<file path="src/hdl/irans_pkg.sv">
package irans_pkg;

	localparam int unsigned PRECISION_BITS_DEF = 12;
	localparam int unsigned LOWER_BOUND_DEF    = 4096;
	localparam int unsigned ALPHABET_SIZE_DEF  = 256;

	localparam int unsigned FREQ_W  = 13;
	localparam int unsigned CUM_W   = 12;
	localparam int unsigned STATE_W = 32;
	localparam int unsigned WORD_W  = 16;

	localparam logic [1:0] OP_LOAD   = 2'd0;
	localparam logic [1:0] OP_ENCODE = 2'd1;
	localparam logic [1:0] OP_FINISH = 2'd2;

	localparam logic [1:0] KIND_WORD  = 2'd0;
	localparam logic [1:0] KIND_FINAL = 2'd1;
	localparam logic [1:0] KIND_ERROR = 2'd2;

	typedef struct packed {
		logic [1:0]        opcode;
		logic [7:0]        symbol;
		logic [FREQ_W-1:0] sym_freq;
		logic [CUM_W-1:0]  sym_cum;
		logic              lane;
	} cmd_item_t;

	typedef struct packed {
		logic [1:0]         kind;
		logic [STATE_W-1:0] value;
		logic               out_lane;
		logic               last;
	} rsp_item_t;

	typedef struct packed {
		logic [FREQ_W-1:0] freq;
		logic [CUM_W-1:0]  cum;
	} tbl_entry_t;

	typedef struct packed {
		logic                  start;
		logic [STATE_W-1:0]    dividend;
		logic [FREQ_W-1:0]     divisor;
	} div_req_t;

	typedef struct packed {
		logic              done;
		logic [WORD_W-1:0] quot;
		logic [FREQ_W-1:0] rem;
	} div_rsp_t;

endpackage

</file>
<file path="src/hdl/irans_div.sv">
module irans_div (
	input  logic                 clk,
	input  logic                 arst_n,
	input  irans_pkg::div_req_t  req,
	output irans_pkg::div_rsp_t  rsp
);
	import irans_pkg::*;

	localparam int unsigned CNT_W = $clog2(WORD_W);

	logic [FREQ_W-1:0] rem_q;
	logic [WORD_W-1:0] quot_q;
	logic [FREQ_W-1:0] dvsr_q;
	logic [CNT_W-1:0]  cnt_q;
	logic              busy_q;
	logic              done_q;

	logic [FREQ_W:0]   trial;
	logic              fits;

	// restoring step: bring down the next dividend bit, quotient bit shifts in
	assign trial = {rem_q, quot_q[WORD_W-1]};
	assign fits  = trial >= {1'b0, dvsr_q};

	always_ff @(posedge clk or negedge arst_n) begin
		if (!arst_n) begin
			busy_q <= 1'b0;
			done_q <= 1'b0;
			cnt_q  <= '0;
		end else begin
			done_q <= 1'b0;
			if (req.start) begin
				busy_q <= 1'b1;
				cnt_q  <= CNT_W'(WORD_W - 1);
			end else if (busy_q) begin
				cnt_q <= cnt_q - 1'b1;
				if (cnt_q == '0) begin
					busy_q <= 1'b0;
					done_q <= 1'b1;
				end
			end
		end
	end

	always_ff @(posedge clk) begin
		if (req.start) begin
			// dividend < divisor << 16, so the upper half fits the remainder
			rem_q  <= req.dividend[WORD_W +: FREQ_W];
			quot_q <= req.dividend[WORD_W-1:0];
			dvsr_q <= req.divisor;
		end else if (busy_q) begin
			rem_q  <= fits ? FREQ_W'(trial - {1'b0, dvsr_q}) : trial[FREQ_W-1:0];
			quot_q <= {quot_q[WORD_W-2:0], fits};
		end
	end

	assign rsp.done = done_q;
	assign rsp.quot = quot_q;
	assign rsp.rem  = rem_q;
endmodule

</file>
<file path="config.mk">
export PLATFORM = sky130hd
export DESIGN_NAME = irans_div
export DESIGN_NICKNAME = d
export VERILOG_FILES = /design/src/hdl/irans_pkg.sv /design/src/hdl/irans_div.sv
export SDC_FILE = /design/constraint.sdc
export NUM_CORES = 1
export LEC_CHECK = 0
export ABC_AREA = 0
export BUFFER_PORTS_ARGS = -buffer_cell sky130_fd_sc_hd__buf_2
export CORE_MARGIN = 3
export CORE_UTILIZATION = 52
export DETAILED_ROUTE_END_ITERATION = 7
export PLACE_DENSITY_LB_ADDON = 0.1
export SYNTH_ARGS = -nofsm -noshare
export SYNTH_HDL_FRONTEND = slang
export SYNTH_SLANG_ARGS = --single-unit
</file>
<file path="constraint.sdc">
create_clock -name clk -period 3.85 [get_ports clk]
set_input_delay 0.9625 -clock clk [delete_from_list [all_inputs] [get_ports clk]]
set_output_delay 0.9625 -clock clk [all_outputs]
set_load 0.02 [all_outputs]
</file>
Word-level counts from Yosys, hierarchy flattened
Cells that the tools add are included.
{"block": "totals", "out_inout_bits": 30, "ff_bits": 48, "inputBits": 48, "wordCells": 24}
{"block": "op_classes", "n_lt_le_gt_ge": 1, "add_sub_neg": 2, "n_mux": 13, "n_reduce_logical": 2}
{"operator": "13-bit 2-to-1 mux", "count": 3}
{"operator": "16-bit 2-to-1 mux", "count": 2}
{"operator": "14-bit by 13-bit greater-or-equal comparator with 1-bit output", "count": 1}
{"operator": "13-bit subtractor", "count": 1}
{"operator": "4-bit 2-to-1 mux", "count": 2}
{"operator": "1-bit 2-to-1 mux", "count": 6}
{"operator": "4-bit zero test", "count": 1}
{"operator": "4-bit by 1-bit subtractor with 4-bit output, second input constant", "count": 1}
{"operator": "2-bit nonzero test", "count": 1}

Depth between registers and ports, before layout
Gate-level depths: netlist (run 1).
{"block": "depth", "depth_word": 4, "mapped_depth": 12, "depth_no_buf": 11}

Worst setup path after synthesis (run 1)
OpenSTA, ideal clock, no wires.
{"block": "synth_timing", "path_type": "flip-flop to flip-flop", "start": "register quot_q[15]", "end": "register rem_q[1], data pin", "arrival_time_ps": 2901, "path_slack_ps": 682, "n_path_buf": 1, "required_ps": 3583, "period_less_slack_ps": 3168, "stages_incl_launch_ff": 13, "setup_ps": 267, "path_cell_list": "edfxtp_1 > inv_1 > ha_1 > inv_1 > fa_1 > a211oi_2 > o21ai_1 > a31o_1 > o2111a_1 > a2111oi_4 > buf_6 > mux2i_1 > o21ai_1"}
{"block": "synth_between", "elab_chain_len": 4, "elab_cells_between_ends": 5, "cone_classes": "1 x add/sub; 1 x order compare; 3 x mux"}
{"item": "start: declaration", "line": "irans_div.sv:12", "rtl": "logic [WORD_W-1:0] quot_q;"}
{"item": "start signal: assignment", "line": "irans_div.sv:49", "rtl": "quot_q <= req.dividend[WORD_W-1:0];"}
{"item": "start signal: assignment", "line": "irans_div.sv:53", "rtl": "quot_q <= {quot_q[WORD_W-2:0], fits};"}
{"item": "13-bit subtractor / 14-bit by 13-bit greater-or-equal comparator with 1-bit output (equally long branches)", "line": "irans_div.sv:52, irans_div.sv:23"}
{"item": "13-bit 2-to-1 mux *", "line": "irans_div.sv:52", "rtl": "rem_q <= fits ? FREQ_W'(trial - {1'b0, dvsr_q}) : trial[FREQ_W-1:0];"}
{"item": "13-bit 2-to-1 mux *", "line": "irans_div.sv:51", "rtl": "end else if (busy_q) begin"}
{"item": "13-bit 2-to-1 mux *", "line": "irans_div.sv:46", "rtl": "if (req.start) begin"}
{"item": "end signal: assignment", "line": "irans_div.sv:48", "rtl": "rem_q <= req.dividend[WORD_W +: FREQ_W];"}
{"item": "end signal: assignment", "line": "irans_div.sv:52"}
{"item": "end: declaration", "line": "irans_div.sv:11", "rtl": "logic [FREQ_W-1:0] rem_q;"}
Mark *: on every way between the ends. The rest lies on a longest branch, timed or not. The select of a mux whose other input is x is not followed.
A chain may end at the register's enable or synchronous reset.

Final worst setup path (run 1)
{"block": "layout_timing", "start": "register quot_q[15]", "end": "register rem_q[0], data pin"}
The elaborated chain is that of the path after synthesis.

==> reports/qor.yml, run 1 <==
logic_synthesis:
  ys_seq_area_share_pct: 53.5
  synth_top_area_share_pct: 47.8
  synthAdderAreaFrac_pct: 7.39
  syn_nets: 281
  synth_edf_count: 42
  syn_area_um2: 2640
  synth_commonest_cells: "42 x edfxtp_1, 19 x inv_1, 17 x a21oi_1, 16 x mux2_2"
  synth_compound_area_share_pct: 13.2
  synth_flop_cell: "edfxtp_1"
  synth_largest_area_cell: "edfxtp_1"
  postSynthCellCount: 218
  avgSynthCellArea_um2: 12.1
  synth_simple_gate_area_share_pct: 9.57
  ys_warn_count: 0
  async_reset_ff_share_pct: 12.5
  ys_types: 42
  synthMostInstantiatedCell: "edfxtp_1"
  synth_area_leaders: "edfxtp_1 48%, mux2_2 6.8%, ha_1 6.6%, dfrtp_1 5.7%, a21oi_1 3.2%"
  synth_top_family_by_area: "compound AO/OA/AOI/OAI gates"
  synth_seq_cells: 48
  synth_xor_xnor_area_share_pct: 3.32
  muxShareOfSynthArea_pct: 8.34
place:
  dp_cells: 352
  port_buffers: 74
  pre_cts_ws_ns: 0.638
  gp_congestion: 0.745
  dpl.hpwl_um: 3680
clocking:
  cts_root_buffer: "clkbuf_8"
  cts_buffers: 5
  clock-sinks: 48
  cts_buffer_depth: 2
  htreeDepth: 2
  ctsHoldBuffers: 0
  path_clk_slew_ns: 0.10
  postCtsSetupBuffers: 0
  worstSkewPairLatency_ns: 0.30
  cts_tree: "built"
  cts_resized: 0
route:
  wl_per_cell_um: 13.9
  drt_iter0_drc: 70
  detail-route-antenna-nets: 0
  drc: 0
  wl_um: 4990
  first_pass_iters: 4
  vias_per_cell: 5.16
  dr_total_vias: 1857
status:
  status: "completed"
die:
  rows: 25
  num_io_pins: 78
  die_y_um: 77.3
  die_x_um: 77.3
  fp.dieArea_um2: 5970
  start_util_pct: 54.8
  core_um2: 4820
worst_setup_path:
  critPathRequiredTime_ns: 3.90
  worstPathArrival_ns: 3.29
  path_cells: "inv_1, ha_1, inv_1, fa_1, a211oi_2, o21ai_1, a31o_1, o2111a_1, a2111oi_4, buf_4, mux2i_1, mux2_2"
  cpMaxStageDelayCell: "fa_1"
  startpoint_type: "flip-flop"
  critical_path_class: "flip-flop to flip-flop"
  cp_common_cell: "inv_1"
  cpPeakStageDelay_ns: 0.44
  critPathCaptureType: "flip-flop"
  crit_path_max_fanout: 12
finish:
  drive_above_1_share_pct: 36.2
  final_cells: 360
  diodes: 0
  area_delta_synth_final_pct: 19.4
  fill_cells: 412
  num-nets-final: 355
sta:
  worst_slew_margin_rel_pct: 52.4
  setup_viol: 0
  setup_slack_ns: 0.608
  slew_violations: 0
  finClkSkew_ns: 0.0124
  min_period_ns: 3.24
  fmax_mhz: 308
  rsz0062_at_grt: "false"
  tightest_slew_ns: 0.714
  hold_viol_final: 0
  whs_ns: 0.463
  fin_crit_sh_pct: 84.2
  fin_setup_tns_ns: 0
job:
  maxCapViolations: 0
power_and_ir_drop:
  power.leakage_nw: 1.40
  p_per_area_nw_per_um2: 627
  ir_worst_vdd_v: 0.000342
grt:
  grt_pass1_wl_um: 8590
  grt_pass1_vias: 1804
  grt_antenna_before_repair: 0
  grt_max_degree: 46
  overflow: 0
  grt_usage_pct: 18.0
hold_path:
  worstHoldPathType: "primary input to async pin"
[stage by stage]
stage	total power, mW	utilization (%)	instance area, µm²
global route	2.13	65.4	3150
finish	1.97	65.4	3150
global placement	1.67	63.6	3060
floorplan	1.46	-	2640
detailed placement	1.69	63.6	3060
CTS	1.99	65.4	3150
[layout make-up]
class	instances	area, µm²	share of cell area [%]
multi-input cells	141	1100	35.1
clock inverters	3	18.8	0.595
flip-flops and latches	48	1410	44.8
repair buffers	77	393	12.5
inverters	19	71.3	2.26
well taps	67	83.8	2.66
clock buffers	5	68.8	2.18
[cell families after synthesis]
family | Yosys count
compound gates | 50
xor+xnor | 10
fa+ha+maj | 15
buf+inv | 29
flops | 48
mux | 20
simple gates | 46
[critical path: cells and delay by family (launching register included)]
kind	cells	cell delay (ns)
buffers and inverters	3	0.39
multiplexers	2	0.34
adder cells (fa/ha/maj)	2	0.61
AO/OA/AOI/OAI	5	1.25
flip-flops	1	0.38
[routing by layer]
layer  vias to the layer above  track usage, %  wire length, µm
met5                         -               0                0
met4                         0            6.41               69
met3                         7            3.64              244
met2                        53            29.1             2380
met1                       849            24.2             2290
li1                        948               -                -
[final timing paths]
check	start	to	slack [ns]	depth (start not counted)
setup / recovery	quot_q[15]	rem_q[0]	0.61	12
hold / removal	arst_n	cnt_q[3]	0.46	1
setup reg to reg	quot_q[15]	rem_q[0]	0.61	12
hold reg to reg	cnt_q[3]	cnt_q[3]	0.54	2
max in group asynchronous	arst_n	cnt_q[1]	3.25	1
min in group clk	cnt_q[3]	cnt_q[3]	0.54	2
[power breakdown]
| group | switching [mW] | internal, mW | leakage [nW] |
|---|---|---|---|
| combinational | 0.508 | 0.395 | 0.851 |
| clock | 0.173 | 0.127 | 0.0479 |
| sequential | 0.0720 | 0.700 | 0.498 |
| total | 0.753 | 1.22 | 1.40 |
[registers in the layout, summed over array words and instances, names as in the netlist]
signal and flops:
cnt_q 4, rem_q 13, dvsr_q 13, busy_q 1, done_q 1, quot_q 16
[cell usage in the layout (no fill, tap or decap), drive strengths merged, types with 2 or more instances in the layout]
| cell | count |
|---|---|
| a21boi | 2 |
| a21o | 7 |
| a21oi | 17 |
| buf | 77 |
| clkbuf | 5 |
| clkinv | 3 |
| dfrtp | 6 |
| edfxtp | 42 |
| ha | 14 |
| inv | 19 |
| mux2 | 16 |
| mux2i | 4 |
| nand2 | 14 |
| nand2b | 3 |
| nand3b | 7 |
| nor2 | 5 |
| nor2b | 4 |
| nor3 | 3 |
| o21ai | 10 |
| o311ai | 6 |
| or3b | 2 |
| xnor2 | 6 |
| xor2 | 4 |
Note: power is estimated with default switching activity, not from simulation.
==> inputs of run 2 (changes only) <==
- clock period: 3.85 -> 3.25 ns (I/O delays scaled with it)
==> run 2 against run 1 <==
Compared with the run above:
- fmax up 5.7%
- clock skew down 0.0063 ns
- combinational power up 28%
- core utilization up 1.0 points
- critical endpoint unchanged
- clock power up 15%
- flip-flop and latch count unchanged
- largest power group unchanged
- sequential power up 19%
==> reports/qor.yml, run 2 (synthesized netlist as in run 1, its figures left out) <==
grt:
  grt_pass1_vias: 1861  # +3.2%
  grt_pass1_wl_um: 8550  # -0.48%
  grt_usage_pct: 17.8  # -0.20 points
  grt_max_degree: 39  # -15%
  grt_antenna_before_repair: 0  # unchanged
  overflow: 0  # unchanged
power_and_ir_drop:
  power.leakage_nw: 1.42  # +1.4%
  p_per_area_nw_per_um2: 757  # +21%
  p_total_mw: 2.42  # +23%
  ir_worst_vdd_v: 0.000388  # +13%
clocking:
  cts_resized: 0  # unchanged
  cts_buffers: 5  # unchanged
  clock-sinks: 48  # unchanged
  path_clk_slew_ns: 0.08  # -0.02 ns
  cts_tree: "built"
  htreeDepth: 2  # unchanged
  worstSkewPairLatency_ns: 0.30  # about the same
  cts_root_buffer: "clkbuf_8"
  cts_buffer_depth: 2  # unchanged
  ctsHoldBuffers: 0  # unchanged
die:
  fp.dieArea_um2: 5970  # unchanged
  rows: 25  # unchanged
  start_util_pct: 54.8  # unchanged
  die_y_um: 77.3  # unchanged
  core_um2: 4820  # unchanged
  die_x_um: 77.3  # unchanged
  num_io_pins: 78  # unchanged
worst_setup_path:
  critPathRequiredTime_ns: 3.31  # -0.59 ns
  startpoint_type: "flip-flop"
  worstPathArrival_ns: 3.12  # -0.17 ns
  critPathCaptureType: "flip-flop"
  crit_path_max_fanout: 12  # unchanged
  critical_path_class: "flip-flop to flip-flop"
route:
  wl_um: 5100  # +2.1%
  top_layer: "met4"
  wl_met3_um: 254  # +4.1%
  wl_per_cell_um: 14.0  # +1.3%
  detail-route-antenna-nets: 0  # unchanged
  drc: 0  # unchanged
  drt_iter0_drc: 60  # -14%
  first_pass_iters: 4  # unchanged
  vias_per_cell: 5.28  # +2.3%
  dr_total_vias: 1915  # +3.1%
  wl_met2_um: 2340  # -1.6%
  m1WireLength_um: 2440  # +6.2%
sta:
  hold_viol_final: 0  # unchanged
  finClkSkew_ns: 0.00618  # -0.00625 ns
  worst_slew_margin_rel_pct: 52.9  # +0.45 points
  fin_crit_sh_pct: 94.3  # +10 points
  min_period_ns: 3.07  # -0.176 ns
  fmax_mhz: 326  # +5.7%
  fin_setup_tns_ns: 0  # unchanged
  whs_ns: 0.322  # -0.141 ns
  tightest_slew_ns: 0.707  # -0.00675 ns
  slew_violations: 0  # unchanged
  rsz0062_at_grt: "false"
  setup_viol: 0  # unchanged
place:
  dp_cells: 353  # +0.28%
  dpl.hpwl_um: 3660  # -0.50%
  port_buffers: 74  # unchanged
  gp_congestion: 0.741  # -0.50%
finish:
  layout_common_cells: "74 x buf_2, 42 x edfxtp_1, 19 x inv_1"
  diodes: 0  # unchanged
  area_delta_synth_final_pct: 21.3
  mostFrequentLayoutCell: "buf_2"
  drive_above_1_share_pct: 36.1  # about the same
  fill_cells: 407  # -1.2%
  regMostFlops: "quot_q"
  top_regs: "quot_q (16), dvsr_q (13), rem_q (13)"
  num-nets-final: 358  # +0.85%
  final_cells: 363  # +0.83%
  largest_register_ff_count: 16  # unchanged
status:
  status: "completed"
job:
  maxCapViolations: 0  # unchanged
hold_path:
  worstHoldPathType: "primary input to async pin"
run 2: per-stage QoR:
step	worst slack, ns	area [µm²]	util [%]
finish	0.185	3200	66.5
global route	0.0329	3200	66.5
CTS	0.0266	3170	65.8
detailed placement	0.0467	3080	64.0
global placement	0.123	3080	64.0
floorplan	0.0818	2640	-
run 2: final cells by class:
type	instances	area (µm²)	share of cell area [%]
sequential	48	1410	44.1
multi-input combinational	141	1100	34.5
timing repair buffer	80	445	13.9
tap	67	83.8	2.62
clock buffer	7	76.3	2.38
inverter	19	71.3	2.23
clock inverter	1	8.76	0.274
run 2: critical path: stages (launching register included):
cell	delay, ns
edfxtp_1	0.39
inv_1	0.09
ha_1	0.17
inv_1	0.06
fa_1	0.43
a211oi_2	0.25
o21ai_1	0.10
a31o_1	0.26
o2111a_1	0.27
a2111oi_4	0.28
buf_12	0.19
mux2i_1	0.08
mux2_2	0.25
run 2: worst paths after layout:
kind	startpoint	end	slack [ns]	cells past startpoint
max in group asynchronous	arst_n	cnt_q[1]	2.79	1
hold reg to reg	cnt_q[3]	cnt_q[3]	0.55	2
setup / recovery	quot_q[15]	rem_q[0]	0.18	12
hold / removal	arst_n	cnt_q[2]	0.32	1
setup reg to reg	quot_q[15]	rem_q[0]	0.18	12
min in group clk	cnt_q[3]	cnt_q[3]	0.55	2
run 2: what timing repair did:
item / in CTS / in global routing
endpoints found under the setup margin: 0 / 5
hold endpoints to repair: 0 / 0
buffers inserted: 0 / 1
run 2: metal layers:
layer  global-route usage (%)  vias to the layer above
met5                        0                        -
met4                     6.05                        0
met3                     4.23                        7
met2                     28.3                       49
met1                     24.0                      898
li1                         -                      961
run 2: power by group:
part	total (mW)	switching [mW]	internal, mW	leakage, nW
Sequential	0.915	0.0865	0.829	0.498
Combinational	1.16	0.627	0.536	0.876
Clock	0.344	0.190	0.154	0.0424
